$ cat src/hdl/ccs_pkg.sv
package ccs_pkg;

  localparam int unsigned LineW = 24;

  localparam logic [7:0] ChSlash   = 8'h2f;
  localparam logic [7:0] ChStar    = 8'h2a;
  localparam logic [7:0] ChQuote   = 8'h22;
  localparam logic [7:0] ChNewline = 8'h0a;
  localparam logic [7:0] ChSpace   = 8'h20;
  localparam logic [7:0] ChTab     = 8'h09;
  localparam logic [7:0] ChCr      = 8'h0d;

  localparam logic [1:0] ErrNone     = 2'd0;
  localparam logic [1:0] ErrString   = 2'd1;
  localparam logic [1:0] ErrComment  = 2'd2;

  localparam int unsigned QDepth = 4;
  localparam int unsigned QPtrW  = $clog2(QDepth);
  localparam int unsigned QCntW  = QPtrW + 1;

  typedef struct packed {
    logic [7:0]       out_char;
    logic             char_valid;
    logic             line_end;
    logic             line_blank;
    logic [LineW-1:0] line_num;
    logic [1:0]       error_code;
    logic             last;
  } res_t;

  function automatic res_t make_res(logic [7:0] c, logic valid, logic le, logic blank,
                                    logic [LineW-1:0] lineno, logic [1:0] err);
    res_t r;
    r.out_char    = c;
    r.char_valid  = valid;
    r.line_end    = le;
    r.line_blank  = blank;
    r.line_num    = lineno;
    r.error_code  = err;
    r.last        = 1'b0;
    return r;
  endfunction

  function automatic logic is_ws(logic [7:0] c);
    return (c == ChSpace) || ((c >= ChTab) && (c <= ChCr));
  endfunction

endpackage

$ cat src/hdl/ccs_fifo.sv
module ccs_fifo import ccs_pkg::*; (
  input  logic       clk_i,
  input  logic       rst_ni,
  input  logic [1:0] push_cnt_i,
  input  res_t       wdata0_i,
  input  res_t       wdata1_i,
  output logic       room2_o,
  output logic       valid_o,
  input  logic       pop_i,
  output res_t       rdata_o
);

  res_t             mem_q [QDepth];
  logic [QPtrW-1:0] wp_q, wp_d, rp_q, rp_d;
  logic [QCntW-1:0] cnt_q, cnt_d;
  logic             do_pop;

  assign valid_o = (cnt_q != '0);
  assign rdata_o = mem_q[rp_q];
  assign room2_o = (cnt_q <= QCntW'(QDepth - 2));
  assign do_pop  = pop_i && valid_o;

  always_comb begin
    wp_d  = wp_q + QPtrW'(push_cnt_i);
    rp_d  = rp_q + QPtrW'(do_pop);
    cnt_d = cnt_q + QCntW'(push_cnt_i) - QCntW'(do_pop);
  end

  always_ff @(posedge clk_i) begin
    if (push_cnt_i != 2'd0) begin
      mem_q[wp_q] <= wdata0_i;
    end
    if (push_cnt_i == 2'd2) begin
      mem_q[wp_q + QPtrW'(1)] <= wdata1_i;
    end
  end

  always_ff @(posedge clk_i or negedge rst_ni) begin
    if (!rst_ni) begin
      wp_q  <= '0;
      rp_q  <= '0;
      cnt_q <= '0;
    end else begin
      wp_q  <= wp_d;
      rp_q  <= rp_d;
      cnt_q <= cnt_d;
    end
  end

endmodule

$ cat src/hdl/c_comment_stripper.sv
// Byte-serial C comment stripper. One text byte (or an end-of-stream mark) is
// taken per beat and the scan state is updated in the same cycle; its results,
// at most two per byte, go into a four-entry result queue that drives the
// output channel one result per cycle while the output is ready. A byte is taken
// whenever the queue has room for two results, so a steady stream runs at one byte
// per cycle while the output keeps up; a '/' that turns out not to open a comment
// gives two results for the next byte. Line numbers start at 1 and wrap at 2^24;
// end of stream returns every scan state element to its reset value.
module c_comment_stripper import ccs_pkg::*; (
  input  logic             clk_i,
  input  logic             rst_ni,
  input  logic             in_valid_i,
  output logic             in_ready_o,
  input  logic [7:0]       ch_i,
  input  logic             end_of_stream_i,
  output logic             out_valid_o,
  input  logic             out_ready_i,
  output logic [7:0]       out_char_o,
  output logic             char_valid_o,
  output logic             line_end_o,
  output logic             line_blank_o,
  output logic [LineW-1:0] line_num_o,
  output logic [1:0]       error_code_o,
  output logic             last_o
);

  typedef enum logic [2:0] {
    MNormal = 3'd0,
    MSlash  = 3'd1,
    MLine   = 3'd2,
    MBlock  = 3'd3,
    MBStar  = 3'd4,
    MString = 3'd5
  } mode_e;

  mode_e            mode_q, mode_d;
  logic             opened_q, opened_d;
  logic             text_q, text_d;
  logic [LineW-1:0] line_q, line_d;
  logic [LineW-1:0] cstart_q, cstart_d;
  res_t             res_d [2];
  logic [1:0]       cnt_d;
  logic [1:0]       push_cnt;
  logic             accept;
  logic             room2;
  res_t             head;

  assign in_ready_o = room2;
  assign accept     = in_valid_i && room2;
  assign push_cnt   = accept ? cnt_d : 2'd0;

  always_comb begin
    mode_e m;
    logic  done;
    mode_d   = mode_q;
    opened_d = opened_q;
    text_d   = text_q;
    line_d   = line_q;
    cstart_d = cstart_q;
    res_d[0] = '0;
    res_d[1] = '0;
    cnt_d    = 2'd0;
    m        = mode_q;
    done     = 1'b0;
    if (end_of_stream_i) begin
      unique case (mode_q)
        MSlash: begin
          res_d[0] = make_res(ChSlash, 1'b1, 1'b0, 1'b0, line_q, ErrNone);
          cnt_d    = 2'd1;
        end
        MBlock, MBStar: begin
          res_d[0] = make_res(8'd0, 1'b0, 1'b0, 1'b0, cstart_q, ErrComment);
          cnt_d    = 2'd1;
        end
        MString: begin
          res_d[0] = make_res(8'd0, 1'b0, 1'b0, 1'b0, line_q, ErrString);
          cnt_d    = 2'd1;
        end
        default: ;
      endcase
      mode_d   = MNormal;
      opened_d = 1'b0;
      text_d   = 1'b0;
      line_d   = LineW'(1);
      cstart_d = '0;
    end else begin
      if (mode_q == MSlash) begin
        if (ch_i == ChSlash) begin
          mode_d = MLine;
          done   = 1'b1;
        end else if (ch_i == ChStar) begin
          mode_d   = MBlock;
          opened_d = 1'b1;
          cstart_d = line_q;
          done     = 1'b1;
        end else begin
          res_d[0] = make_res(ChSlash, 1'b1, 1'b0, 1'b0, line_q, ErrNone);
          cnt_d    = 2'd1;
          text_d   = 1'b1;
          m        = MNormal;
          mode_d   = MNormal;
        end
      end
      if (!done) begin
        unique case (m)
          MString: begin
            if (ch_i == ChNewline) begin
              res_d[cnt_d[0]] = make_res(8'd0, 1'b0, 1'b1, !text_d, line_d, ErrString);
              cnt_d    = cnt_d + 2'd1;
              text_d   = 1'b0;
              opened_d = 1'b0;
              line_d   = line_d + LineW'(1);
              mode_d   = MNormal;
            end else begin
              res_d[cnt_d[0]] = make_res(ch_i, 1'b1, 1'b0, 1'b0, line_d, ErrNone);
              cnt_d = cnt_d + 2'd1;
              if (!is_ws(ch_i)) begin
                text_d = 1'b1;
              end
              if (ch_i == ChQuote) begin
                mode_d = MNormal;
              end
            end
          end
          MLine: begin
            if (ch_i == ChNewline) begin
              res_d[cnt_d[0]] = make_res(8'd0, 1'b0, 1'b1, !text_d, line_d, ErrNone);
              cnt_d    = cnt_d + 2'd1;
              text_d   = 1'b0;
              opened_d = 1'b0;
              line_d   = line_d + LineW'(1);
              mode_d   = MNormal;
            end
          end
          MBlock: begin
            if (ch_i == ChNewline) begin
              res_d[cnt_d[0]] = make_res(8'd0, 1'b0, 1'b1, !text_d, line_d, ErrNone);
              cnt_d    = cnt_d + 2'd1;
              text_d   = 1'b0;
              opened_d = 1'b0;
              line_d   = line_d + LineW'(1);
            end else if (ch_i == ChStar) begin
              mode_d = MBStar;
            end
          end
          MBStar: begin
            if (ch_i == ChSlash) begin
              if (opened_d) begin
                res_d[cnt_d[0]] = make_res(ChSpace, 1'b1, 1'b0, 1'b0, line_d, ErrNone);
                cnt_d = cnt_d + 2'd1;
              end
              opened_d = 1'b0;
              mode_d   = MNormal;
            end else if (ch_i == ChNewline) begin
              res_d[cnt_d[0]] = make_res(8'd0, 1'b0, 1'b1, !text_d, line_d, ErrNone);
              cnt_d    = cnt_d + 2'd1;
              text_d   = 1'b0;
              opened_d = 1'b0;
              line_d   = line_d + LineW'(1);
              mode_d   = MBlock;
            end else if (ch_i != ChStar) begin
              mode_d = MBlock;
            end
          end
          default: begin
            mode_d = MNormal;
            if (ch_i == ChNewline) begin
              res_d[cnt_d[0]] = make_res(8'd0, 1'b0, 1'b1, !text_d, line_d, ErrNone);
              cnt_d    = cnt_d + 2'd1;
              text_d   = 1'b0;
              opened_d = 1'b0;
              line_d   = line_d + LineW'(1);
            end else if (ch_i == ChSlash) begin
              mode_d = MSlash;
            end else begin
              res_d[cnt_d[0]] = make_res(ch_i, 1'b1, 1'b0, 1'b0, line_d, ErrNone);
              cnt_d = cnt_d + 2'd1;
              if (!is_ws(ch_i)) begin
                text_d = 1'b1;
              end
              if (ch_i == ChQuote) begin
                mode_d = MString;
              end
            end
          end
        endcase
      end
    end
    if (cnt_d == 2'd2) begin
      res_d[1].last = 1'b1;
    end else if (cnt_d == 2'd1) begin
      res_d[0].last = 1'b1;
    end
  end

  always_ff @(posedge clk_i or negedge rst_ni) begin
    if (!rst_ni) begin
      mode_q   <= MNormal;
      opened_q <= 1'b0;
      text_q   <= 1'b0;
      line_q   <= LineW'(1);
      cstart_q <= '0;
    end else if (accept) begin
      mode_q   <= mode_d;
      opened_q <= opened_d;
      text_q   <= text_d;
      line_q   <= line_d;
      cstart_q <= cstart_d;
    end
  end

  ccs_fifo u_fifo (
    .clk_i      (clk_i),
    .rst_ni     (rst_ni),
    .push_cnt_i (push_cnt),
    .wdata0_i   (res_d[0]),
    .wdata1_i   (res_d[1]),
    .room2_o    (room2),
    .valid_o    (out_valid_o),
    .pop_i      (out_ready_i),
    .rdata_o    (head)
  );

  assign out_char_o    = head.out_char;
  assign char_valid_o  = head.char_valid;
  assign line_end_o    = head.line_end;
  assign line_blank_o  = head.line_blank;
  assign line_num_o    = head.line_num;
  assign error_code_o  = head.error_code;
  assign last_o        = head.last;

endmodule

$ cat config.mk
export PLATFORM = sky130hd
export DESIGN_NAME = c_comment_stripper
export DESIGN_NICKNAME = d
export VERILOG_FILES = /design/src/hdl/ccs_pkg.sv /design/src/hdl/ccs_fifo.sv /design/src/hdl/c_comment_stripper.sv
export SDC_FILE = /design/constraint.sdc
export NUM_CORES = 1
export LEC_CHECK = 0
export BUFFER_PORTS_ARGS = -buffer_cell sky130_fd_sc_hd__buf_2
export CAP_MARGIN = 20
export CORE_UTILIZATION = 25
export CTS_CLUSTER_SIZE = 24
export DETAILED_ROUTE_END_ITERATION = 12
export GPL_TIMING_DRIVEN = 1
export PLACE_DENSITY = 0.5
export RECOVER_POWER = 100
export SLEW_MARGIN = 20
export SYNTH_ARGS = -nofsm -noshare
export SYNTH_HDL_FRONTEND = slang
export SYNTH_SLANG_ARGS = --single-unit
$ cat constraint.sdc
create_clock -name clk_i -period 11.3 [get_ports clk_i]
set_input_delay 2.825 -clock clk_i [delete_from_list [all_inputs] [get_ports clk_i]]
set_output_delay 2.825 -clock clk_i [all_outputs]
set_load 0.02 [all_outputs]
======== Word level (Yosys, flattened, before mapping) ========
Memory sizes are Yosys's and may differ from the RTL's.
Cells that the tools add are included.
operators by class
  bitwise logic cells ..................... 1
  $add $sub $neg .......................... 7
  magnitude comparators ................... 5
  reduce and logical (&&, ||, !) cells .... 15
  multiplexer cells ....................... 98
  equality and inequality tests ........... 20
operators with widths
  operator                                                        number
  two-way mux 76 bit                                              7
  bitwise mux 76 bit                                              4
  one-hot mux 76 bit (3 select lines)                             1
  two-way mux 24 bit                                              9
  two-way mux 38 bit                                              4
  two-way mux 36 bit                                              3
  one-hot mux 36 bit (3 select lines)                             1
  two-way mux 3 bit                                               18
  demux 38 bit (select 1 bit)                                     1
  two-way mux 1 bit                                               36
  == test 8 x 6 -> 1 bit, second input constant                   4
  adder 24 x 1 -> 24 bit, second input constant                   1
  two-way mux 2 bit                                               11
  == test 3 bit, second input constant                            4
  one-hot mux 3 bit (4 select lines)                              1
  == test 3 x 2 -> 1 bit, second input constant                   3
  == test 8 x 4 -> 1 bit, second input constant                   1
  >= comparator 8 x 4 -> 1 bit, second input constant             1
  less-or-equal comparator 8 x 4 -> 1 bit, second input constant  1
  inequality test 8 x 6 -> 1 bit, second input constant           1
  one-hot mux 2 bit (3 select lines)                              1
  nonzero test 2 bit                                              3
  adder 2 x 1 -> 2 bit, second input constant                     2
  == test 2 bit, second input constant                            2
  other kinds (21)                                                26
storage, ports and cells
  bits in writable memories ............... 152
  logic and storage cells ................. 155
  input port bits ......................... 13
  flip-flop bits (word level) ............. 60
  memories kept ........................... 1
memory list
  memory        depth  bits a word  read ports  clocked after Yosys merged registers in  wr ports  line            source
  u_fifo.mem_q  4      38           1           0                                        2         ccs_fifo.sv:13  res_t mem_q [QDepth];

======== Depth between registers and ports, before layout ========
Gate-level depths: netlist of run 1.
  depth after elaboration ................. 18
  gate-level depth with buffers ........... 17

======== Cells and area by module ========
Synthesis of run 1 repeated with hierarchy kept, for this count alone.
unflattened totals
  cells, all modules ...................... 836
  area total of the unflattened synthesis .. 11554.8 um^2
modules (own cells, without submodules)
  module              cells each  seq. area each (um^2)  area each (um^2)  times used
  ccs_fifo            412         4739.5                 7810.0            1
  c_comment_stripper  424         1327.5                 3744.8            1

======== Worst setup path before layout of run 1 ========
Ideal clock, no wire load.
  path kind ............................... input to register
  start point ............................. input ch_i[4]
  end point ............................... memory u_fifo.mem_q[1][0] (netlist name), enable pin
  arrival time ............................ 7.466 ns
  path buffers ............................ 2
  setup slack ............................. 3.354 ns
  stages .................................. 13
  data required time ...................... 10.820 ns
  path through ............................ nor4b_2 buf_4 nand2_1 nor2_1 or2_2 ha_1 inv_1 nor4_1 nor4_1 o21ai_2 buf_4 mux2i_1 nor3_1
RTL lines
  element          line                      source
  start, declared  c_comment_stripper.sv:14  input logic [7:0] ch_i,
  end, declared    ccs_fifo.sv:13

==> results of run 1 <==
[layout by cell type (no fill, tap or decap), drive strengths merged, types with 9 or more instances in the layout]
cell type and n:
edfxtp 152, mux2i 131, clkbuf 79, nor2 73, nand2 62, dfrtp 59
a21oi 44, mux4 38, mux2 32, a22oi 26, nor2b 24, nor3 22
buf 22, o21ai 20, inv 16, nand3 15, ha 14, xnor2 13
and2 12, xor2 11, nor4 11, and3 10, nand4 9, a31oi 9
clkinv 9
[routing by layer]
metal  part of all wire  global-route usage  vias to the layer above  routed length, um
li1                   -                   -                     3586                  -
met1               0.46               0.183                     3966              14900
met2               0.48               0.231                      165              15600
met3              0.039              0.0159                       48               1270
met4              0.018              0.0345                        2                590
met5            0.00025                   0                        -                  8
[layout make-up]
cell class              instances  area, um2
well taps                     600        751
clock inverters                12        118
flip-flops and latches        212       6070
clock buffers                  32        652
repair buffers                 69        307
inverters                      16       60.1
multi-input cells             636       5200
fillers                      4648      32600
[per-stage QoR]
step / std cells / hold WS, ps
2_1_floorplan: 925 / 462
3_3_place_gp: 1533 / 483
3_5_place_dp: 1533 / 487
4_1_cts: 1577 / 498
5_1_grt: 1577 / 509
6_report: 1577 / 497
[power breakdown]
| part | internal (uW) | leakage [uW] | switching (uW) | total (uW) |
|---|---|---|---|---|
| clock network | 453 | 0.000376 | 317 | 769 |
| logic | 243 | 0.00167 | 403 | 646 |
| registers | 916 | 0.00223 | 47.2 | 963 |
| total | 1610 | 0.00428 | 767 | 2380 |
[registers in the layout (all words and copies together) (netlist names)]
register and cells:
cstart_q 24, line_q 24, mode_q 3, opened_q 1
text_q 1, u_fifo.cnt_q 3, u_fifo.mem_q 152, u_fifo.rp_q 2
u_fifo.wp_q 2
[worst register-to-register path, delay by kind of cell, from the launching register on]
family	cells	cell delay [ps]
buffers and inverters	2	1410
AOI/OAI and AO/OA	1	560
and+or+nand+nor	6	2090
adders and majority gates	1	220
DFF	1	610
muxes	1	420
[cells by family (layout without fill, tap and decap cells)]
group | Yosys count | in the layout | share of synthesized area
flip-flops | 212 | 212 | 0.520
adder cells (fa/ha/maj) | 15 | 15 | 0.0167
XOR/XNOR | 24 | 24 | 0.0186
AO/OA/AOI/OAI | 129 | 129 | 0.0728
buffers and inverters | 77 | 129 | 0.0364
multiplexers | 201 | 201 | 0.216
AND/OR/NAND/NOR | 267 | 267 | 0.119
[how the worst max path moves through the flow]
stage | from | to | cells after the start
after CTS | ch_i[4] | u_fifo.mem_q[2][33]$_DFFE_PP_ | 14
final | end_of_stream_i | u_fifo.mem_q[1][33]$_DFFE_PP_ | 8
after detailed placement | ch_i[4] | u_fifo.mem_q[2][33]$_DFFE_PP_ | 14
after floorplan | ch_i[4] | u_fifo.mem_q[1][0]$_DFFE_PP_ | 13
after global placement | ch_i[4] | u_fifo.mem_q[2][31]$_DFFE_PP_ | 14
after global routing | end_of_stream_i | u_fifo.mem_q[1][33]$_DFFE_PP_ | 8
==> flow_summary.json, run 1 <==
{
  "final_core_utilization": 0.287,
  "hold_viol_final": 0,
  "cts_hold_buf": 0,
  "syn2layout_area_growth_pct": 12.7,
  "slew_viol_final": 269,
  "min_path_type": "reg -> reg",
  "clkLatencyLatePin_ps": 520,
  "vdd_drop_max_mv": 0.0901,
  "core_area_mm2": 0.0458,
  "antenna_found_initial": 1,
  "overflow": 0,
  "first_iter_violations": 442,
  "synth_area_per_cell_um2": 12.6,
  "dr.pass1.iters": 5,
  "grt_pass1_vias": 8006,
  "powerDensity_mw_per_mm2": 181,
  "htree_levels": 1,
  "worstPathRequired_ps": 11560,
  "relSlewSlack": -1.43,
  "port_buffers": 52,
  "fin_ws_ps": 2760,
  "finalSetupViolCount": 0,
  "synth_top_flop_cell": "edfxtp_1",
  "arrival_ps": 8810,
  "drv_cap": 10,
  "synth_enable_flop_cells": 152,
  "post-place-ws_ps": 4460,
  "fin_crit_sh": 0.756,
  "post-dp-hpwl_mm": 19.9,
  "cts_tree": "done",
  "r2r_end": "u_fifo.mem_q[1][33]$_DFFE_PP_",
  "cp_max_fo": 54,
  "fmax_ghz": 0.117,
  "drc_errors": 0,
  "period_needed_ps": 8540,
  "yosys.area.top_type": "edfxtp_1",
  "syn-num-nets": 953,
  "ant_nets": 0,
  "diodes": 0,
  "clock_sinks": 212,
  "start_kind": "primary input",
  "num_rows": 78,
  "ff2ff_setup_slack_ps": 5730,
  "gp_congestion": 0.862,
  "grt_setup_unrepaired": "no",
  "slowest_delay_ps": 2230,
  "wl_per_cell_um": 20.5,
  "vias": 7767,
  "yosysTopAreaCellShare": 0.391,
  "synthesis.area_mm2": 0.0117,
  "critical_path.cell_chain": "buf_2 -> clkbuf_1 -> a41oi_1 -> o311ai_0 -> o21ai_0 -> nor3b_1 -> clkbuf_1 -> mux2_1",
  "dieArea_mm2": 0.0476,
  "cts_buffers": 24,
  "drive_gt1_frac": 0.144,
  "cp_slowest_cell": "clkbuf_1",
  "clk_pin_slew_ps": 60,
  "leakage_uw": 0.00428,
  "synth_most_common_cell": "edfxtp_1",
  "synthTopCellsByCount": "152 x edfxtp_1, 131 x mux2i_1, 73 x nor2_1, 62 x nand2_1, 59 x dfrtp_1",
  "ys_ff_latch": 212,
  "cts-root-buf": "clkbuf_16",
  "path_class": "in -> reg",
  "cp_top_family": "buffers and inverters",
  "initial_core_util": 0.255,
  "path_common_cell": "clkbuf_1",
  "grt_max_degree": 61,
  "total_power_uw": 2380,
  "die_w_um": 218,
  "status": "complete, but fails checks",
  "ys_warn_count": 0,
  "placed_area_mm2": 0.0125,
  "post_cts_resized": 0,
  "hp-start": "u_fifo.cnt_q[2]$_DFF_PN0_",
  "grt_pass1_wl_mm": 49.5,
  "die_y_um": 218,
  "nets": 987,
  "worst_pin_slew_ps": 3640,
  "yosysSeqAreaShare": 0.520,
  "vias_per_cell": 4.93,
  "cts_setup_buffers": 0,
  "ys_types": 73,
  "setup.worst_path.end_class": "flip-flop",
  "worstHoldPathCells": 1,
  "reg2reg_from": "mode_q[0]$_DFFE_PN0P_",
  "path_buf_inv": 3,
  "rr_worst_depth": 11,
  "clock_skew_ps": 6.67,
  "synth_area_leaders": "edfxtp_1 39%, dfrtp_1 13%, mux2i_1 11%",
  "routed_wl_mm": 32.3,
  "grt_usage": 0.136,
  "violations": "max-capacitance violations, max-slew violations",
  "cts_max_path_buffers": 3,
  "io_pins": 53,
  "synth-async-reset-ratio": 0.283,
  "min_to": "u_fifo.cnt_q[2]$_DFF_PN0_",
  "tns_ps": 0,
  "fin_area_mm2": 0.0132,
  "syn_inst": 925
}
Note: power is estimated with default switching activity, not from simulation.
==> run 2, diff against run 1 <==
--- a/config.mk
+++ b/config.mk
@@ -5,13 +5,14 @@
 export SDC_FILE = /design/constraint.sdc
 export NUM_CORES = 1
 export LEC_CHECK = 0
+export ABC_AREA = 1
 export BUFFER_PORTS_ARGS = -buffer_cell sky130_fd_sc_hd__buf_2
 export CAP_MARGIN = 20
 export CORE_UTILIZATION = 25
 export CTS_CLUSTER_SIZE = 24
 export DETAILED_ROUTE_END_ITERATION = 12
 export GPL_TIMING_DRIVEN = 1
-export PLACE_DENSITY = 0.5
+export PLACE_DENSITY = 0.51
 export RECOVER_POWER = 100
 export SLEW_MARGIN = 20
 export SYNTH_ARGS = -nofsm -noshare
==> constraint.sdc (replaced) <==
create_clock -name clk_i -period 7.4 [get_ports clk_i]
set_input_delay 1.85 -clock clk_i [delete_from_list [all_inputs] [get_ports clk_i]]
set_output_delay 1.85 -clock clk_i [all_outputs]
set_load 0.02 [all_outputs]
==> flow_summary.json, run 2 <==
{
  "grt_pass1_vias": 10300,
  "register_area_mm2": 0.00607,
  "cp_max_fo": 36,
  "clk_pin_slew_ps": 60,
  "synthesis.area_mm2": 0.0124,
  "clkLatencyLatePin_ps": 540,
  "total_power_uw": 4460,
  "relSlewSlack": -1.37,
  "tns_ps": 0,
  "post-place-ws_ps": 1680,
  "syn2layout_area_growth_pct": 11.8,
  "cts_tree": "done",
  "ys_ff_latch": 212,
  "synth_enable_flop_cells": 152,
  "top_register": "u_fifo.mem_q",
  "ff2ff_setup_slack_ps": 2590,
  "largestRegisters": "u_fifo.mem_q (152), cstart_q (24), line_q (24)",
  "slowest_delay_ps": 840,
  "arrival_ps": 6190,
  "wl_per_cell_um": 17.6,
  "port_buffers": 52,
  "ys_types": 43,
  "min_path_type": "reg -> reg",
  "num_rows": 81,
  "cts_buffers": 25,
  "status": "complete, but fails checks",
  "synth_most_common_cell": "nand2_1",
  "drc_errors": 0,
  "core_area_mm2": 0.0491,
  "drv_cap": 3,
  "violations": "max-capacitance violations, max-slew violations",
  "fin_ws_ps": 1400,
  "start_kind": "primary input",
  "htree_levels": 1,
  "die_y_um": 225,
  "powerDensity_mw_per_mm2": 321,
  "yosysTopAreaCellShare": 0.367,
  "post-dp-hpwl_mm": 26.8,
  "cp_slowest_cell": "nand2_1",
  "dp.cells": 2197,
  "grt_usage": 0.154,
  "dieArea_mm2": 0.0507,
  "synth_top_flop_cell": "edfxtp_1",
  "cts_max_path_buffers": 3,
  "clock_skew_ps": 23.2,
  "clock_sinks": 212,
  "path_common_cell": "nand2_1",
  "synth_area_leaders": "edfxtp_1 37%, nand2_1 14%, dfrtp_1 12%",
  "cts_setup_buffers": 0,
  "synth-async-reset-ratio": 0.283,
  "dr.pass1.iters": 5,
  "critical_path.cell_chain": "buf_2 -> inv_1 -> nand2_1 -> nor2_1 -> nand2_1 -> nand2_1 -> nand2_1 -> nand2_1 -> inv_4 -> nand3_2 -> nand2_4 -> inv_2 -> nand3_4 -> nand2_2 -> buf_4",
  "fmax_ghz": 0.167,
  "worstPathRequired_ps": 7590,
  "vdd_drop_max_mv": 0.235,
  "die_w_um": 225,
  "yosys.area.top_type": "edfxtp_1",
  "largest_reg_flops": 152,
  "first_iter_violations": 1024,
  "io_pins": 53,
  "ant_nets": 0,
  "layout_commonest_cell": "nand2_1",
  "hold_viol_final": 0,
  "grt_pass1_wl_mm": 60.9,
  "vias": 11000,
  "multi_input_area_mm2": 0.00542,
  "stdcell_count": 2243,
  "worst_pin_slew_ps": 3560,
  "setup.worst_path.end_class": "flip-flop",
  "post_cts_resized": 0,
  "yosysSeqAreaShare": 0.487,
  "routed_wl_mm": 39.5,
  "synth_area_per_cell_um2": 7.99,
  "leakage_uw": 0.00555,
  "synthTopCellsByCount": "456 x nand2_1, 190 x nand3_1, 156 x nor2_1, 152 x edfxtp_1, 104 x o21ai_0",
  "initial_core_util": 0.254,
  "finalSetupViolCount": 0,
  "diodes": 0,
  "overflow": 0,
  "layout_common_cells": "456 x nand2_1, 190 x nand3_1, 156 x nor2_1",
  "slew_viol_final": 101,
  "fillers": 5322,
  "syn-num-nets": 1586,
  "syn_inst": 1558,
  "gp_congestion": 0.860,
  "cts_hold_buf": 0,
  "antenna_found_initial": 0,
  "vias_per_cell": 4.88,
  "ys_warn_count": 0,
  "fin_crit_sh": 0.811,
  "period_needed_ps": 6000,
  "grt_setup_unrepaired": "no",
  "drive_gt1_frac": 0.0773,
  "grt_max_degree": 85,
  "cts-root-buf": "clkbuf_16",
  "path_class": "in -> reg",
  "nets": 1589
}
==> run 2: cell types whose count changed in the layout (fill, tap and decap cells not counted), moves of 10 or more <==
cell | previous run | this run
nand3_1 | 15 | 190
mux2_2 | 24 | 0
inv_1 | 13 | 96
a22oi_1 | 26 | 0
nor2_1 | 73 | 156
nor2_2 | 0 | 26
o21ai_0 | 17 | 106
o22ai_1 | 4 | 86
mux2i_1 | 131 | 0
nand2_1 | 62 | 456
nor2b_1 | 23 | 0
mux4_2 | 38 | 0
and3_1 | 10 | 0
xnor2_1 | 12 | 2
==> run 2: critical path: cells and delay by family <==
kind / cells / cell delay, ps
simple gates: 10 / 3250
buf+inv: 5 / 1050
==> run 2: area by class of cell <==
class / count / share of cell area
flip-flops and latches: 212 / 0.436
well taps: 664 / 0.0597
multi-input cells: 1144 / 0.389
repair buffers: 70 / 0.0262
inverters: 108 / 0.0293
clock inverters: 16 / 0.0118
clock buffers: 29 / 0.0475
==> run 2: metal layers <==
| layer | vias up | track usage | share of wire |
|---|---|---|---|
| met5 | - | 0 | 0 |
| met4 | 0 | 0.0384 | 0.021 |
| met3 | 62 | 0.0155 | 0.064 |
| met2 | 399 | 0.242 | 0.44 |
| met1 | 5228 | 0.226 | 0.47 |
| li1 | 5267 | - | - |
==> run 2: path summary, 6_finish.rpt <==
| check | start | to | depth (start not counted) |
|---|---|---|---|
| hold reg to reg | u_fifo.cnt_q[2]$_DFF_PN0_ | u_fifo.cnt_q[2]$_DFF_PN0_ | 1 |
| max in group asynchronous | rst_ni | u_fifo.rp_q[0]$_DFF_PN0_ | 2 |
| setup / recovery | ch_i[7] | u_fifo.mem_q[2][28]$_DFFE_PP_ | 15 |
| setup reg to reg | mode_q[0]$_DFFE_PN0P_ | u_fifo.mem_q[2][28]$_DFFE_PP_ | 12 |
| min in group asynchronous | rst_ni | cstart_q[12]$_DFFE_PN0P_ | 2 |
| hold / removal | u_fifo.cnt_q[2]$_DFF_PN0_ | u_fifo.cnt_q[2]$_DFF_PN0_ | 1 |
==> run 2: stage by stage <==
stage	util	hold WS (ps)	cell area (um2)
3_3_place_gp	0.268	486	13200
2_1_floorplan	-	464	12400
5_1_grt	0.284	540	13900
6_report	0.284	498	13900
4_1_cts	0.285	497	14000
3_5_place_dp	0.268	487	13200
==> run 2: cell families after synthesis <==
group	count (synthesis)	share of synthesized area
AOI/OAI and AO/OA	236	0.105
xor gates and xnor gates	9	0.00633
buffers and inverters	202	0.0749
adders and majority gates	15	0.0157
DFF	212	0.487
and+or+nand+nor	884	0.310
==> run 2: where the power goes <==
group	internal [uW]	leakage (uW)	switching (uW)
sequential	1440	0.00222	76.4
combinational	399	0.00292	1300
clock	743	0.000401	502
total	2580	0.00555	1880
